--- config.mk ---
export PLATFORM = sky130hd
export DESIGN_NAME = sensor_poll_calibrate_controller
export DESIGN_NICKNAME = d
export VERILOG_FILES = /design/src/hdl/spcc_pkg.sv /design/src/hdl/spcc_apb.sv /design/src/hdl/spcc_store.sv /design/src/hdl/spcc_ctrl.sv /design/src/hdl/sensor_poll_calibrate_controller.sv
export SDC_FILE = /design/constraint.sdc
export NUM_CORES = 1
export LEC_CHECK = 0
export BUFFER_PORTS_ARGS = -buffer_cell sky130_fd_sc_hd__buf_2
export CORE_ASPECT_RATIO = 1.2
export CORE_MARGIN = 1
export CORE_UTILIZATION = 39
export CTS_BUF_LIST = sky130_fd_sc_hd__clkbuf_4
export DETAILED_ROUTE_END_ITERATION = 8
export PLACE_DENSITY_LB_ADDON = 0.05
export SLEW_MARGIN = 20
export SYNTH_ARGS = -nofsm -noshare
export SYNTH_HDL_FRONTEND = slang
export SYNTH_SLANG_ARGS = --single-unit
--- constraint.sdc ---
create_clock -name clk_i -period 9.9 [get_ports clk_i]
set_input_delay 2.97 -clock clk_i [delete_from_list [all_inputs] [get_ports clk_i]]
set_output_delay 2.97 -clock clk_i [all_outputs]
set_load 0.02 [all_outputs]
--- src/hdl/spcc_pkg.sv ---
// Shared types, codes and helpers for the sensor poll and calibrate controller.
// No dependencies; the design files refer to this package by scoped names, the testbench files import it.
package spcc_pkg;

  typedef enum logic [2:0] {
    OP_TICK      = 3'd0,
    OP_MEASURE   = 3'd1,
    OP_CALIBRATE = 3'd2,
    OP_PING      = 3'd3,
    OP_CHAR      = 3'd4,
    OP_PKT_END   = 3'd5,
    OP_READ      = 3'd6
  } opcode_e;

  typedef enum logic [1:0] {
    STAT_DONE        = 2'd0,
    STAT_BUSY        = 2'd1,
    STAT_UNKNOWN     = 2'd2,
    STAT_UNSUPPORTED = 2'd3
  } status_e;

  typedef enum logic [1:0] {
    MODE_IDLE      = 2'd0,
    MODE_MEASURE   = 2'd1,
    MODE_CALIBRATE = 2'd2
  } mode_e;

  typedef enum logic [1:0] {
    SEND_MEAS_REQ = 2'd0,
    SEND_PING     = 2'd1,
    SEND_PONG     = 2'd2
  } send_kind_e;

  // Received packet kinds
  localparam logic [7:0] PK_PING     = 8'd0;
  localparam logic [7:0] PK_PONG     = 8'd1;
  localparam logic [7:0] PK_MEAS_REQ = 8'd2;
  localparam logic [7:0] PK_MEAS_RSP = 8'd3;

  // Register index (word address bit 2 of paddr)
  localparam logic REG_TIMEOUT = 1'b0;
  localparam logic [7:0] TIMEOUT_RESET = 8'd1;

  localparam logic [7:0] CHAR_0   = 8'h30;
  localparam logic [7:0] CHAR_9   = 8'h39;
  localparam logic [7:0] CHAR_UA  = 8'h41;
  localparam logic [7:0] CHAR_UF  = 8'h46;
  localparam logic [7:0] CHAR_LA  = 8'h61;
  localparam logic [7:0] CHAR_LF  = 8'h66;
  localparam logic [3:0] DIGIT_TEN = 4'd10;

  // Store access from the controller; idx is a sensor id, trimmed by the store
  typedef struct packed {
    logic        wr_en;
    logic        calib;
    logic        rd_en;
    logic [7:0]  idx;
    logic [31:0] reading;
    logic [31:0] stamp;
  } store_req_t;

  typedef struct packed {
    logic [31:0] reading;
    logic [31:0] stamp;
    logic [31:0] offset;
  } store_rsp_t;

  // Non-hex characters count as zero
  function automatic logic [3:0] hex_digit(logic [7:0] c);
    logic [3:0] d;
    d = 4'd0;
    if (c >= CHAR_0 && c <= CHAR_9) begin
      d = 4'(c - CHAR_0);
    end else if (c >= CHAR_UA && c <= CHAR_UF) begin
      d = 4'(c - CHAR_UA) + DIGIT_TEN;
    end else if (c >= CHAR_LA && c <= CHAR_LF) begin
      d = 4'(c - CHAR_LA) + DIGIT_TEN;
    end
    return d;
  endfunction

endpackage

--- src/hdl/spcc_apb.sv ---
// Configuration port: APB-style slave holding the timeout register.
// Depends on spcc_pkg for the register index and reset value.
module spcc_apb (
  input  logic        clk_i,
  input  logic        rst_ni,
  input  logic        psel,
  input  logic        penable,
  input  logic        pwrite,
  input  logic [2:0]  paddr,
  input  logic [31:0] pwdata,
  output logic [31:0] prdata,
  output logic        pready,
  output logic [7:0]  timeout_o
);

  logic [7:0] timeout_q;
  logic       wr_hit;

  assign pready = 1'b1;
  assign wr_hit = psel && penable && pwrite && (paddr[2] == spcc_pkg::REG_TIMEOUT);

  always_ff @(posedge clk_i or negedge rst_ni) begin
    if (!rst_ni) begin
      timeout_q <= spcc_pkg::TIMEOUT_RESET;
    end else if (wr_hit) begin
      timeout_q <= pwdata[7:0];
    end
  end

  assign prdata    = (paddr[2] == spcc_pkg::REG_TIMEOUT) ? {24'd0, timeout_q} : 32'd0;
  assign timeout_o = timeout_q;

endmodule

--- src/hdl/spcc_store.sv ---
// Per-sensor storage: reading/time memory, offset memory, registered read.
// Valid bits stand in for the zero reset of both memories. Depends on spcc_pkg.
module spcc_store #(
  parameter int NUM_SENSORS = 8
) (
  input  logic                   clk_i,
  input  logic                   rst_ni,
  input  spcc_pkg::store_req_t   req_i,
  output spcc_pkg::store_rsp_t   rsp_o
);

  localparam int IdxW = $clog2(NUM_SENSORS);

  logic [63:0] sample_mem [NUM_SENSORS];
  logic [31:0] offset_mem [NUM_SENSORS];
  logic [NUM_SENSORS-1:0] sample_vld_q;
  logic [NUM_SENSORS-1:0] offset_vld_q;

  logic [63:0]     sample_rd_q;
  logic [31:0]     offset_rd_q;
  logic            sample_hit_q;
  logic            offset_hit_q;
  logic [IdxW-1:0] idx;

  assign idx = req_i.idx[IdxW-1:0];

  always_ff @(posedge clk_i) begin
    if (req_i.wr_en) begin
      sample_mem[idx] <= {req_i.reading, req_i.stamp};
      if (req_i.calib) begin
        offset_mem[idx] <= req_i.reading;
      end
    end
    if (req_i.rd_en) begin
      sample_rd_q <= sample_mem[idx];
      offset_rd_q <= offset_mem[idx];
    end
  end

  always_ff @(posedge clk_i or negedge rst_ni) begin
    if (!rst_ni) begin
      sample_vld_q <= '0;
      offset_vld_q <= '0;
      sample_hit_q <= 1'b0;
      offset_hit_q <= 1'b0;
    end else begin
      if (req_i.wr_en) begin
        sample_vld_q[idx] <= 1'b1;
        if (req_i.calib) begin
          offset_vld_q[idx] <= 1'b1;
        end
      end
      if (req_i.rd_en) begin
        sample_hit_q <= sample_vld_q[idx];
        offset_hit_q <= offset_vld_q[idx];
      end
    end
  end

  // Entries never written read as zero
  assign rsp_o.reading = sample_hit_q ? sample_rd_q[63:32] : 32'd0;
  assign rsp_o.stamp   = sample_hit_q ? sample_rd_q[31:0]  : 32'd0;
  assign rsp_o.offset  = offset_hit_q ? offset_rd_q        : 32'd0;

endmodule

--- src/hdl/spcc_ctrl.sv ---
// Item decoder, scalar state (mode, seconds, accumulator, flags) and result register.
// Drives the store through spcc_pkg::store_req_t; depends on spcc_pkg.
module spcc_ctrl #(
  parameter int NUM_SENSORS = 8
) (
  input  logic                  clk_i,
  input  logic                  rst_ni,
  input  logic [7:0]            timeout_i,
  input  logic                  in_valid_i,
  output logic                  in_ready_o,
  input  logic [2:0]            opcode_i,
  input  logic [7:0]            payload_char_i,
  input  logic [7:0]            packet_kind_i,
  input  logic [7:0]            packet_source_i,
  input  logic [2:0]            read_index_i,
  output logic                  out_valid_o,
  input  logic                  out_ready_i,
  output logic [1:0]            status_o,
  output logic                  send_valid_o,
  output logic [1:0]            send_kind_o,
  output logic [1:0]            mode_now_o,
  output logic signed [31:0]    corrected_value_o,
  output logic [31:0]           sample_time_o,
  output logic [31:0]           offset_value_o,
  output spcc_pkg::store_req_t  store_req_o,
  input  spcc_pkg::store_rsp_t  store_rsp_i
);

  localparam int IdxW = $clog2(NUM_SENSORS);

  typedef enum logic [1:0] {
    ST_IDLE = 2'b01,
    ST_READ = 2'b10
  } state_e;

  state_e                 st_q, st_d;
  spcc_pkg::mode_e        mode_q, mode_d;
  logic [31:0]            sec_q, sec_d;
  logic [31:0]            last_q, last_d;
  logic [31:0]            acc_q, acc_d;
  logic [NUM_SENSORS-1:0] cal_q, cal_d;

  logic                   out_valid_q;
  spcc_pkg::status_e      res_status_q, res_status;
  logic                   res_send_q, res_send;
  spcc_pkg::send_kind_e   res_kind_q, res_kind;
  spcc_pkg::mode_e        res_mode_q;
  logic [31:0]            corr_q, stime_q, offs_q;

  logic                   in_acc;
  logic                   go_read;
  logic                   busy;
  logic                   src_ok;
  logic                   ridx_ok;
  logic [31:0]            elapsed;
  logic [NUM_SENSORS-1:0] cal_set;
  logic                   all_cal;
  spcc_pkg::opcode_e      op;
  spcc_pkg::store_req_t   req;

  assign in_ready_o = (st_q == ST_IDLE) && (!out_valid_q || out_ready_i);
  assign in_acc     = in_valid_i && in_ready_o;
  assign op         = spcc_pkg::opcode_e'(opcode_i);

  assign elapsed = sec_q - last_q;
  assign busy    = !(elapsed > {24'd0, timeout_i}) && (mode_q != spcc_pkg::MODE_IDLE);
  assign src_ok  = (packet_source_i != 8'd0) && (packet_source_i < 8'(NUM_SENSORS));
  assign ridx_ok = {5'd0, read_index_i} < 8'(NUM_SENSORS);
  assign cal_set = cal_q | (NUM_SENSORS'(1) << packet_source_i[IdxW-1:0]);
  assign all_cal = &cal_set[NUM_SENSORS-1:1];

  always_comb begin
    mode_d      = mode_q;
    sec_d       = sec_q;
    last_d      = last_q;
    acc_d       = acc_q;
    cal_d       = cal_q;
    res_status  = spcc_pkg::STAT_DONE;
    res_send    = 1'b0;
    res_kind    = spcc_pkg::SEND_MEAS_REQ;
    go_read     = 1'b0;
    req         = '0;
    if (in_acc) begin
      case (op)
        spcc_pkg::OP_TICK: begin
          sec_d = sec_q + 32'd1;
        end
        spcc_pkg::OP_MEASURE, spcc_pkg::OP_CALIBRATE, spcc_pkg::OP_PING: begin
          if (busy) begin
            res_status = spcc_pkg::STAT_BUSY;
          end else begin
            last_d   = sec_q;
            res_send = 1'b1;
            if (op == spcc_pkg::OP_MEASURE) begin
              mode_d = spcc_pkg::MODE_MEASURE;
            end else begin
              mode_d = spcc_pkg::MODE_CALIBRATE;
            end
            // Calibrate restarts every sensor but the master itself
            if (op == spcc_pkg::OP_CALIBRATE) begin
              cal_d = cal_q & {{(NUM_SENSORS-1){1'b0}}, 1'b1};
            end
            if (op == spcc_pkg::OP_PING) begin
              res_kind = spcc_pkg::SEND_PING;
            end
          end
        end
        spcc_pkg::OP_CHAR: begin
          acc_d = {acc_q[27:0], spcc_pkg::hex_digit(payload_char_i)};
        end
        spcc_pkg::OP_PKT_END: begin
          acc_d = 32'd0;
          case (packet_kind_i)
            spcc_pkg::PK_PING: begin
              res_send = 1'b1;
              res_kind = spcc_pkg::SEND_PONG;
            end
            spcc_pkg::PK_PONG, spcc_pkg::PK_MEAS_REQ: begin
              res_status = spcc_pkg::STAT_DONE;
            end
            spcc_pkg::PK_MEAS_RSP: begin
              if (!src_ok) begin
                res_status = spcc_pkg::STAT_UNKNOWN;
              end else begin
                req.wr_en   = 1'b1;
                req.idx     = packet_source_i;
                req.reading = acc_q;
                req.stamp   = sec_q;
                if (mode_q == spcc_pkg::MODE_CALIBRATE) begin
                  req.calib = 1'b1;
                  cal_d     = cal_set;
                  mode_d    = all_cal ? spcc_pkg::MODE_IDLE : spcc_pkg::MODE_CALIBRATE;
                end
              end
            end
            default: begin
              res_status = spcc_pkg::STAT_UNSUPPORTED;
            end
          endcase
        end
        spcc_pkg::OP_READ: begin
          if (!ridx_ok) begin
            res_status = spcc_pkg::STAT_UNKNOWN;
          end else begin
            req.rd_en = 1'b1;
            req.idx   = {5'd0, read_index_i};
            go_read   = 1'b1;
          end
        end
        default: begin
          res_status = spcc_pkg::STAT_UNSUPPORTED;
        end
      endcase
    end
  end

  always_comb begin
    st_d = st_q;
    case (st_q)
      ST_IDLE: begin
        if (go_read) begin
          st_d = ST_READ;
        end
      end
      ST_READ: begin
        st_d = ST_IDLE;
      end
      default: begin
        st_d = ST_IDLE;
      end
    endcase
  end

  always_ff @(posedge clk_i or negedge rst_ni) begin
    if (!rst_ni) begin
      st_q        <= ST_IDLE;
      mode_q      <= spcc_pkg::MODE_IDLE;
      sec_q       <= 32'd0;
      last_q      <= 32'd0;
      acc_q       <= 32'd0;
      cal_q       <= '0;
      out_valid_q <= 1'b0;
    end else begin
      st_q   <= st_d;
      mode_q <= mode_d;
      sec_q  <= sec_d;
      last_q <= last_d;
      acc_q  <= acc_d;
      cal_q  <= cal_d;
      if ((in_acc && !go_read) || (st_q == ST_READ)) begin
        out_valid_q <= 1'b1;
      end else if (out_ready_i) begin
        out_valid_q <= 1'b0;
      end
    end
  end

  // Result payload; a read picks up the store data in the cycle after the request, in ST_READ
  always_ff @(posedge clk_i) begin
    if (in_acc && !go_read) begin
      res_status_q <= res_status;
      res_send_q   <= res_send;
      res_kind_q   <= res_kind;
      res_mode_q   <= mode_d;
      corr_q       <= 32'd0;
      stime_q      <= 32'd0;
      offs_q       <= 32'd0;
    end else if (st_q == ST_READ) begin
      res_status_q <= spcc_pkg::STAT_DONE;
      res_send_q   <= 1'b0;
      res_kind_q   <= spcc_pkg::SEND_MEAS_REQ;
      res_mode_q   <= mode_q;
      corr_q       <= store_rsp_i.reading - store_rsp_i.offset;
      stime_q      <= store_rsp_i.stamp;
      offs_q       <= store_rsp_i.offset;
    end
  end

  assign store_req_o       = req;
  assign out_valid_o       = out_valid_q;
  assign status_o          = res_status_q;
  assign send_valid_o      = res_send_q;
  assign send_kind_o       = res_kind_q;
  assign mode_now_o        = res_mode_q;
  assign corrected_value_o = $signed(corr_q);
  assign sample_time_o     = stime_q;
  assign offset_value_o    = offs_q;

  a_direct_result: assert property (@(posedge clk_i) disable iff (!rst_ni)
    (in_acc && !go_read) |=> out_valid_q)
    else $error("result not registered after accepted beat");

  a_read_wait: assert property (@(posedge clk_i) disable iff (!rst_ni)
    go_read |=> (st_q == ST_READ) && !in_ready_o)
    else $error("read did not hold the input while the store answers");

  a_read_result: assert property (@(posedge clk_i) disable iff (!rst_ni)
    (st_q == ST_READ) |=> out_valid_q && (st_q == ST_IDLE))
    else $error("read result not delivered");

  a_store_excl: assert property (@(posedge clk_i) disable iff (!rst_ni)
    !(req.wr_en && req.rd_en) && (!req.calib || req.wr_en))
    else $error("conflicting store access");

  a_mode_legal: assert property (@(posedge clk_i) disable iff (!rst_ni)
    (mode_q != spcc_pkg::MODE_IDLE) && !in_acc |=> mode_q == $past(mode_q))
    else $error("mode changed without an accepted beat");

endmodule

--- src/hdl/sensor_poll_calibrate_controller.sv ---
// An accepted beat's result is registered; a sensor read also passes through the registered
// read of the synchronous store memories and the ST_READ state before its result is registered.
// Throughput: one beat a cycle while results are taken; a read holds the input while in ST_READ.
// Reset clears mode, counters, accumulator, calibrated flags and the store valid bits;
// unwritten store entries read as zero, so no clearing pass runs. Timeout resets to 1.
module sensor_poll_calibrate_controller #(
  parameter int NUM_SENSORS = 8
) (
  input  logic               clk_i,
  input  logic               rst_ni,
  input  logic               in_valid_i,
  output logic               in_ready_o,
  input  logic [2:0]         opcode_i,
  input  logic [7:0]         payload_char_i,
  input  logic [7:0]         packet_kind_i,
  input  logic [7:0]         packet_source_i,
  input  logic [2:0]         read_index_i,
  output logic               out_valid_o,
  input  logic               out_ready_i,
  output logic [1:0]         status_o,
  output logic               send_valid_o,
  output logic [1:0]         send_kind_o,
  output logic [1:0]         mode_now_o,
  output logic signed [31:0] corrected_value_o,
  output logic [31:0]        sample_time_o,
  output logic [31:0]        offset_value_o,
  input  logic               psel,
  input  logic               penable,
  input  logic               pwrite,
  input  logic [2:0]         paddr,
  input  logic [31:0]        pwdata,
  output logic [31:0]        prdata,
  output logic               pready
);

  logic [7:0]           timeout;
  spcc_pkg::store_req_t store_req;
  spcc_pkg::store_rsp_t store_rsp;

  spcc_apb u_apb (
    .clk_i     (clk_i),
    .rst_ni    (rst_ni),
    .psel      (psel),
    .penable   (penable),
    .pwrite    (pwrite),
    .paddr     (paddr),
    .pwdata    (pwdata),
    .prdata    (prdata),
    .pready    (pready),
    .timeout_o (timeout)
  );

  spcc_store #(
    .NUM_SENSORS (NUM_SENSORS)
  ) u_store (
    .clk_i  (clk_i),
    .rst_ni (rst_ni),
    .req_i  (store_req),
    .rsp_o  (store_rsp)
  );

  spcc_ctrl #(
    .NUM_SENSORS (NUM_SENSORS)
  ) u_ctrl (
    .clk_i             (clk_i),
    .rst_ni            (rst_ni),
    .timeout_i         (timeout),
    .in_valid_i        (in_valid_i),
    .in_ready_o        (in_ready_o),
    .opcode_i          (opcode_i),
    .payload_char_i    (payload_char_i),
    .packet_kind_i     (packet_kind_i),
    .packet_source_i   (packet_source_i),
    .read_index_i      (read_index_i),
    .out_valid_o       (out_valid_o),
    .out_ready_i       (out_ready_i),
    .status_o          (status_o),
    .send_valid_o      (send_valid_o),
    .send_kind_o       (send_kind_o),
    .mode_now_o        (mode_now_o),
    .corrected_value_o (corrected_value_o),
    .sample_time_o     (sample_time_o),
    .offset_value_o    (offset_value_o),
    .store_req_o       (store_req),
    .store_rsp_i       (store_rsp)
  );

endmodule

Word level (Yosys, flattened, before mapping)
Memory sizes are Yosys's and may differ from the RTL's. A register that Yosys moved wholly into a read port is not among the register bits.
Index checks and enable logic that the tools add are counted.
Widths: inputs -> output; s select.
{"block": "totals", "ramBits": 768, "n_memories": 2, "output_inout_bits": 138, "word_cells": 169, "ff_bits": 238, "input_bits": 72}
{"name": "u_store.sample_mem", "words": 8, "word_bits": 64, "read_ports": 1, "rd_clocked_by_memory_dff": 1, "write_ports": 1, "line": "spcc_store.sv:14", "text": "logic [63:0] sample_mem [NUM_SENSORS];"}
{"name": "u_store.offset_mem", "words": 8, "word_bits": 32, "read_ports": 1, "rd_clocked_by_memory_dff": 1, "write_ports": 1, "line": "spcc_store.sv:15", "text": "logic [31:0] offset_mem [NUM_SENSORS];"}
{"block": "op_classes", "n_bitwise": 6, "order_cmp": 10, "eq_ne": 18, "n_addsub": 8, "shifts": 1, "n_mux": 69, "reduce_logical": 35}
{"op": "$mux 72", "count": 2}
{"op": "$mux 32", "count": 3}
{"op": "$mux 75", "count": 1}
{"op": "$mux 64", "count": 1}
{"op": "$pmux 32 s2", "count": 1}
{"op": "$sub 32x32->32", "count": 2}
{"op": "$mux 8", "count": 6}
{"op": "$mux 2", "count": 22}
{"op": "$add 32x1->32 const B", "count": 1}
{"op": "$gt 32x8->1", "count": 1}
{"op": "$pmux 8 s2", "count": 2}
{"op": "$or 8x8->8", "count": 3}
{"op": "$mux 1", "count": 20}
{"op": "$eq 8x2->1 const B", "count": 2}
{"op": "$ge 8x7->1 const B", "count": 2}
{"op": "$le 8x7->1 const B", "count": 2}
{"op": "$reduce_and 7->1", "count": 2}
{"op": "$logic_and 1x1->1", "count": 12}
{"op": "$mux 4", "count": 3}
{"op": "$pmux 2 s2", "count": 3}
{"op": "$sub 4x1->4 const B", "count": 3}
{"op": "$reduce_bool 2->1", "count": 5}
{"op": "$eq 3x3->1 const B", "count": 3}
{"op": "$reduce_or 3->1", "count": 3}
{"op": "27 further kinds", "count": 42}

Depth between registers and ports, before layout
Gate-level depths: netlist (run 1).
{"block": "logic_depth", "depth_word": 11, "mapped_depth": 19, "mapped_depth_nobuf": 17}

Hierarchy
From an unflattened synthesis (run 1), not the netlist that was laid out.
{"block": "unflattened", "cells_unflattened": 3290, "area_unflattened_um2": 46647.2}
{"module": "spcc_store", "n_inst": 1, "area_per_inst_um2": 33300.7, "cells_each": 1692, "seq_area_each_um2": 26395.3}
{"module": "spcc_ctrl", "n_inst": 1, "area_per_inst_um2": 12766.0, "cells_each": 1546, "seq_area_each_um2": 4835.9}
{"module": "spcc_apb", "n_inst": 1, "area_per_inst_um2": 580.6, "cells_each": 52, "seq_area_each_um2": 201.4}

Worst setup path before layout (run 1)
No wires, ideal clock.
{"block": "synth_timing", "path_kind": "input -> register", "start": "in opcode_i[1]", "end": "reg u_store.sample_vld_q[1]", "stages": 10, "setup_ps": 103, "slack_ps": -1534, "arrival_ps": 11332, "t_required_ps": 9797, "n_path_buf": 3, "path_cell_list": "clkbuf_1 -> nor2b_1 -> nand2_1 -> nor4_1 -> a22o_1 -> nand3_1 -> clkbuf_1 -> clkbuf_1 -> nor4_1 -> or2_2"}
{"block": "synth_between", "elab_chain_len": 8, "elab_cells_between_ends": 11, "cone_classes": "order compare: 2; eq/ne: 2; mux: 5; bitwise: 1; reduce/logical: 1"}
{"element": "from (decl)", "line": "sensor_poll_calibrate_controller.sv:13", "text": "input logic [2:0] opcode_i,"}
{"element": "$eq 3x3->1", "line": "spcc_ctrl.sv:84", "text": "case (op)"}
{"element": "$pmux 8 s2", "line": "spcc_ctrl.sv:84"}
{"element": "$mux 75 *", "line": "spcc_ctrl.sv:83", "text": "if (in_acc) begin"}
{"element": "$lt 3x4->1 (not written as such) / $ge 3x1->1 (equally long branches)", "line": "spcc_store.sv:48", "text": "sample_vld_q[idx] <= 1'b1;"}
{"element": "$logic_and 1x1->1 (not written as such)", "line": "spcc_store.sv:48"}
{"element": "$mux 1 (not written as such)", "line": "spcc_store.sv:48"}
{"element": "$demux 1 s3"}
{"element": "$or 8x8->8 (no line)"}
{"element": "to (signal assigned)", "line": "spcc_store.sv:42", "text": "sample_vld_q <= '0;"}
{"element": "to (signal, indexed assignment)", "line": "spcc_store.sv:48"}
{"element": "to (decl)", "line": "spcc_store.sv:16", "text": "logic [NUM_SENSORS-1:0] sample_vld_q;"}
Mark *: on every way between the ends. The rest lies on a longest branch, timed or not.
A chain may end at the register's enable or synchronous reset.

Worst setup path in the final report (run 1)
{"block": "layout_timing", "start": "in out_ready_i", "end": "out in_ready_o"}
{"block": "layout_between", "elab_chain_len": 2}
{"element": "from (decl)", "line": "sensor_poll_calibrate_controller.sv:19", "text": "input logic out_ready_i,"}
{"element": "$logic_or 1x1->1", "line": "spcc_ctrl.sv:61", "text": "assign in_ready_o = (st_q == ST_IDLE) && (!out_valid_q || out_ready_i);"}
{"element": "$logic_and 1x1->1", "line": "spcc_ctrl.sv:61"}
{"element": "to (decl)", "line": "sensor_poll_calibrate_controller.sv:12", "text": "output logic in_ready_o,"}
No other way between the ends.

==> impl_metrics.py, run 1 <==
metrics = {
    "run_status": {
        "status": "completed",
    },
    "global_routing": {
        "first_global_vias": 31400,
        "antenna_found_initial": 9,
        "grt.total_usage": 0.236,
        "grt_pass1_wl_um": 204000,
        "gr-total-overflow": 0,
        "grt_max_degree": 130,
    },
    "worst_setup_path": {
        "arrival_ns": 3.96,
        "cpPeakStageDelay_ns": 0.40,
        "r2r_slack_ns": 4.49,
        "crit_chain": "buf_2 -> nand2b_1 -> and3b_1 -> buf_2",
        "r2r_end": "u_ctrl.last_q[25]",
        "cp_max_fo": 3,
        "reg2regPathDepth": 16,
        "crit_path_frequent_cell": "buf_2",
        "setup.worst_path.end": "in_ready_o",
        "cp-start-kind": "input port",
        "critPathLaunch": "out_ready_i",
        "cpMaxStageDelayCell": "and3b_1",
        "r2r-start": "u_ctrl.sec_q[4]",
        "cp_data_required_time_ns": 6.93,
        "cp-end-kind": "primary output",
        "worstSetupPathType": "input port to primary output",
    },
    "drt": {
        "routed_wl_um": 139000,
        "drt-pass1-iter-count": 6,
        "vias": 30500,
        "drtAntennaViolNets": 0,
        "wire_per_inst_um": 24.6,
        "vias_per_cell": 5.40,
        "drc_errors": 0,
        "dr.first_iter.drc_count": 2261,
    },
    "logic_synthesis": {
        "synthArstFlopShare": 0.122,
        "synthDistinctLibCells": 83,
        "yosysSeqAreaShare": 0.689,
        "post_synth_xor_area_fraction": 0.0131,
        "synth_flop_cell": "edfxtp_1",
        "synth-compound-area-share": 0.101,
        "synth_top_family_by_area": "simple AND/OR/NAND/NOR gates",
        "yosys_warnings": 0,
        "syn_area_per_cell_um2": 13.1,
        "synth-edff-count": 871,
        "synth-simple-area-share": 0.119,
        "synthAdderAreaFrac": 0.0212,
        "syn_area_mm2": 0.0456,
        "synth-seq-cells": 1101,
        "synthCells": 3493,
        "muxShareOfSynthArea": 0.0305,
    },
    "clock_tree": {
        "cts_tree": "yes",
        "ctsResizeCount": 0,
        "clockBufferDepth": 4,
        "h-tree-depth": 5,
        "cts_hold_buffers": 0,
        "clock_latency_ns": 1.17,
        "numCtsBuffers": 300,
        "path_clk_slew_ns": 0.06,
        "clock_sinks": 1101,
        "cts-root-buf": "clkbuf_4",
        "cts_setup_buffers": 0,
    },
    "power_and_ir_drop": {
        "p_leak_nw": 19.6,
        "ir_drop_v": 0.000133,
        "power.density_mw_per_mm2": 188,
    },
    "run": {
        "drv_cap": 0,
    },
    "placed_design": {
        "io_buffers": 158,
        "place_inst": 5144,
        "gp_congestion": 0.837,
        "dp_hpwl_um": 82600,
    },
    "sta": {
        "skew_ns": 0.0676,
        "finalCriticalPeriod_ns": 6.93,
        "hold_viol": 0,
        "whs_ns": 0.382,
        "worst_pin_slew_ns": 1.17,
        "setup_viol": 0,
        "slew_headroom": 0.215,
        "drv_slew": 0,
        "finalSetupTns_ns": 0,
        "fmax_ghz": 0.144,
        "fin_crit_sh": 0.700,
        "rsz0062_at_grt": "false",
    },
    "floorplanning": {
        "pin_count": 210,
        "start_util": 0.393,
        "die-area_mm2": 0.118,
        "rows": 137,
        "die_h_um": 377,
        "core_mm2": 0.116,
        "die_width_um": 314,
    },
    "layout": {
        "fillers": 10800,
        "fin_cells": 5646,
        "most-common-layout-cells": "edfxtp_1, nand2_1, clkbuf_4, a21oi_1, nand3_1",
        "nets": 4066,
        "area_growth_pct": 14.4,
        "layout.cells.most_common": "edfxtp_1",
        "layout-drive-gt1-share": 0.194,
    },
    "min_path": {
        "hold_class": "flip-flop to flip-flop",
    },
}
worst min-delay path by stage:
stage	from	to	slack, ns	cells after the start
floorplan	u_store.offset_vld_q[0]	u_store.offset_vld_q[0]	0.43	1
global placement	u_store.offset_vld_q[0]	u_store.offset_vld_q[0]	0.37	0
detailed placement	u_store.sample_vld_q[0]	u_store.sample_vld_q[0]	0.37	0
CTS	u_store.sample_vld_q[0]	u_store.sample_vld_q[0]	0.38	0
global route	u_store.sample_vld_q[0]	u_store.sample_vld_q[0]	0.40	0
finish	u_store.sample_vld_q[0]	u_store.sample_vld_q[0]	0.38	0
cell usage after synthesis, types with 30 or more instances:
| cell type | instances | area (µm²) |
|---|---|---|
| dfrtp_1 | 132 | 3300 |
| clkbuf_1 | 176 | 661 |
| dfxtp_1 | 96 | 1920 |
| o221ai_1 | 35 | 307 |
| nand2b_1 | 47 | 294 |
| o21ai_0 | 107 | 536 |
| nand2_1 | 514 | 1930 |
| a222oi_1 | 30 | 300 |
| nor2_1 | 105 | 394 |
| ha_1 | 74 | 926 |
| a21oi_1 | 243 | 1220 |
| mux2i_1 | 80 | 801 |
| a221oi_1 | 54 | 473 |
| nand3_1 | 208 | 1040 |
| a22oi_1 | 62 | 465 |
| xnor2_1 | 47 | 412 |
| inv_1 | 64 | 240 |
| and2_1 | 106 | 663 |
| edfxtp_1 | 871 | 26200 |
| and3_1 | 30 | 188 |
routing by layer:
metal,track usage,part of all wire
met5,0,0
met4,0.0604,0.013
met3,0.0569,0.065
met2,0.387,0.48
met1,0.313,0.44
critical path, delay by kind of cell:
family                 cells  cell delay [ns]
and+or+nand+nor            2             0.69
buffers and inverters      2             0.30
sequential cells by signal, indices dropped and copies added (netlist names), 2 cells and up:
register and cells:
u_store.sample_vld_q 8, u_ctrl.offset_value_o 32, u_ctrl.status_o 2, u_store.offset_mem 256
u_ctrl.send_kind_o 2, u_ctrl.mode_q 2, u_store.offset_rd_q 32, u_ctrl.last_q 32
u_ctrl.sample_time_o 32, u_store.sample_rd_q 64, u_ctrl.acc_q 32, u_ctrl.sec_q 32
u_store.sample_mem 512, u_ctrl.corrected_value_o 32, u_store.offset_vld_q 8, u_ctrl.st_q 2
u_apb.timeout_o 8, u_ctrl.cal_q 7, u_ctrl.mode_now_o 2
cell families (layout without fill, tap and decap cells):
logic type,Yosys count,after routing
xor+xnor,68,68
simple gates,1152,1152
compound gates,689,689
flops,1101,1101
other cells,2,125
fa+ha+maj,76,76
mux,123,123
buf+inv,282,783
per-stage QoR:
stage               cell area [µm²]  utilization  total power, mW  setup slack (ns)
floorplan                     46100            -             5.78              1.28
global placement              48600        0.419             6.03              2.09
detailed placement            48600        0.419             6.04              1.93
CTS                           52200        0.450             9.97              2.96
global route                  52200        0.450             10.3              2.89
finish                        52200        0.450             9.82              2.97
cell type report:
class / instances / area, µm² / share of cell area
flip-flops and latches: 1101 / 31400 / 0.602
multi-input cells: 2229 / 13700 / 0.262
clock buffers: 438 / 3290 / 0.0630
well taps: 1529 / 1910 / 0.0366
repair buffers: 220 / 1340 / 0.0256
clock inverters: 59 / 284 / 0.00544
inverters: 66 / 255 / 0.00489
diodes: 4 / 10.0 / 0.000192
power breakdown:
group	switching [mW]	internal (mW)	leakage, nW	total [mW]
registers	0.0456	5.00	10.4	5.05
clock network	1.81	2.06	2.16	3.88
logic	0.537	0.363	7.03	0.900
total	2.39	7.43	19.6	9.82
No activity file was read; power rests on OpenSTA's default activity.
==> inputs of run 2 (changes only) <==
Clock period 9.9 ns to 5.6 ns, I/O delays scaled along.
==> impl_metrics.py, run 2 (same netlist as run 1, synthesis figures left out) <==
metrics = {
    "sta": {
        "hold_viol": 0,
        "finalCriticalPeriod_ns": 5.01,
        "worst_pin_slew_ns": 1.07,
        "rsz0062_at_grt": "false",
        "fmax_ghz": 0.200,
        "setup_viol": 0,
        "fin_ws_ns": 0.591,
        "finalSetupTns_ns": 0,
        "skew_ns": 0.0564,
        "slew_headroom": 0.289,
        "fin_crit_sh": 0.895,
        "drv_slew": 0,
    },
    "worst_setup_path": {
        "arrival_ns": 5.87,
        "cp_data_required_time_ns": 6.46,
        "crit_chain": "inv_1 -> ha_1 -> fa_1 -> nand2b_1 -> a21oi_1 -> nor2_1 -> xnor2_1 -> ha_1 -> nand4_1 -> or2_2 -> o21ai_0 -> o2111ai_1 -> nor4_1 -> nand4_1 -> or4_4 -> o211a_2 -> buf_12 -> or2_1",
        "cpMaxStageDelayCell": "or4_4",
        "cp-start-kind": "flip-flop",
        "cp-end-kind": "flip-flop",
        "cp_num_buf_inv": 2,
        "worstSetupPathType": "flip-flop to flip-flop",
        "cp_max_fo": 33,
        "crit_family": "simple AND/OR/NAND/NOR gates",
        "cpPeakStageDelay_ns": 0.68,
    },
    "layout": {
        "area_growth_pct": 16.7,
        "most-common-layout-cells": "edfxtp_1, nand2_1, clkbuf_4, a21oi_1, nand3_1",
        "layout-drive-gt1-share": 0.212,
        "nets": 4142,
        "layout.cells.most_common": "edfxtp_1",
        "top_regs": "u_store.sample_mem (512), u_store.offset_mem (256), u_store.sample_rd_q (64)",
        "largest_register_ffs": 512,
        "top_register": "u_store.sample_mem",
    },
    "floorplanning": {
        "start_util": 0.393,
        "core_mm2": 0.116,
        "die_width_um": 314,
        "rows": 137,
        "die_h_um": 377,
        "die-area_mm2": 0.118,
        "pin_count": 210,
    },
    "clock_tree": {
        "numCtsBuffers": 299,
        "clockBufferDepth": 4,
        "ctsResizeCount": 0,
        "cts_setup_buffers": 0,
        "path_clk_slew_ns": 0.07,
        "cts_hold_buffers": 0,
        "clock_sinks": 1101,
        "cts-root-buf": "clkbuf_4",
        "cts_tree": "yes",
        "clock_latency_ns": 1.15,
        "h-tree-depth": 5,
    },
    "drt": {
        "drtAntennaViolNets": 0,
        "drt-pass1-iter-count": 5,
        "routed_wl_um": 139000,
        "dr.first_iter.drc_count": 2544,
        "vias": 30800,
        "vias_per_cell": 5.36,
        "drc_errors": 0,
        "wire_per_inst_um": 24.2,
    },
    "placed_design": {
        "preCtsSetupSlack_ns": 0.416,
        "dp_hpwl_um": 87900,
        "gp_congestion": 0.849,
        "io_buffers": 158,
    },
    "global_routing": {
        "first_global_vias": 31600,
        "antenna_found_initial": 9,
        "grt.total_usage": 0.237,
        "grt_pass1_wl_um": 205000,
        "gr-total-overflow": 0,
        "grt_max_degree": 70,
    },
    "run": {
        "drv_cap": 0,
    },
    "power_and_ir_drop": {
        "p_leak_nw": 20.2,
        "ir_drop_v": 0.000250,
        "power.density_mw_per_mm2": 329,
    },
    "run_status": {
        "status": "completed",
    },
    "min_path": {
        "hold_class": "flip-flop to flip-flop",
    },
}
==> run 2: path summary, 6_finish.rpt <==
kind,startpoint,cells after the start,end,slack [ns]
hold / removal,u_store.offset_vld_q[0],0,u_store.offset_vld_q[0],0.38
min in group asynchronous,rst_ni,1,u_apb.timeout_o[6],0.56
hold reg to reg,u_store.offset_vld_q[0],0,u_store.offset_vld_q[0],0.38
setup / recovery,u_ctrl.sec_q[0],18,u_ctrl.send_valid_o,0.59
max in group asynchronous,rst_ni,2,u_ctrl.sec_q[22],3.91
setup reg to reg,u_ctrl.sec_q[0],18,u_ctrl.send_valid_o,0.59
==> run 2: final cells by class <==
type	instances	area, µm²
Multi-Input combinational cell	2229	13700
Sequential cell	1101	31400
Inverter	66	256
Fill cell	10600	62800
Timing Repair Buffer	297	2270
Tap cell	1529	1910
Clock buffer	459	3450
Antenna cell	8	20.0
Clock inverter	55	218
==> run 2: per-layer routing <==
layer	global-route usage	part of all wire	up-vias
met5	0	0	-
met1	0.308	0.43	15500
met2	0.397	0.49	999
li1	-	-	14100
met3	0.0479	0.061	156
met4	0.0693	0.017	0
==> run 2: where the power goes <==
part | leakage [nW] | total (mW) | internal (mW) | switching (mW)
registers | 10.4 | 8.92 | 8.84 | 0.0765
clock network | 2.23 | 6.94 | 3.71 | 3.23
logic | 7.51 | 1.66 | 0.672 | 0.983
total | 20.2 | 17.5 | 13.2 | 4.29
==> run 2: through the flow <==
stage                     hold slack (ns)  total power, mW   util  instances  area (µm²)
after floorplan                     0.429             10.2      -       3612       46100
after global placement              0.368             10.7  0.427       5222       49500
after detailed placement            0.368             10.7  0.427       5222       49500
after CTS                           0.384             17.8  0.458       5736       53200
after global routing                0.404             18.4  0.459       5741       53200
final                               0.382             17.5  0.459       5744       53200
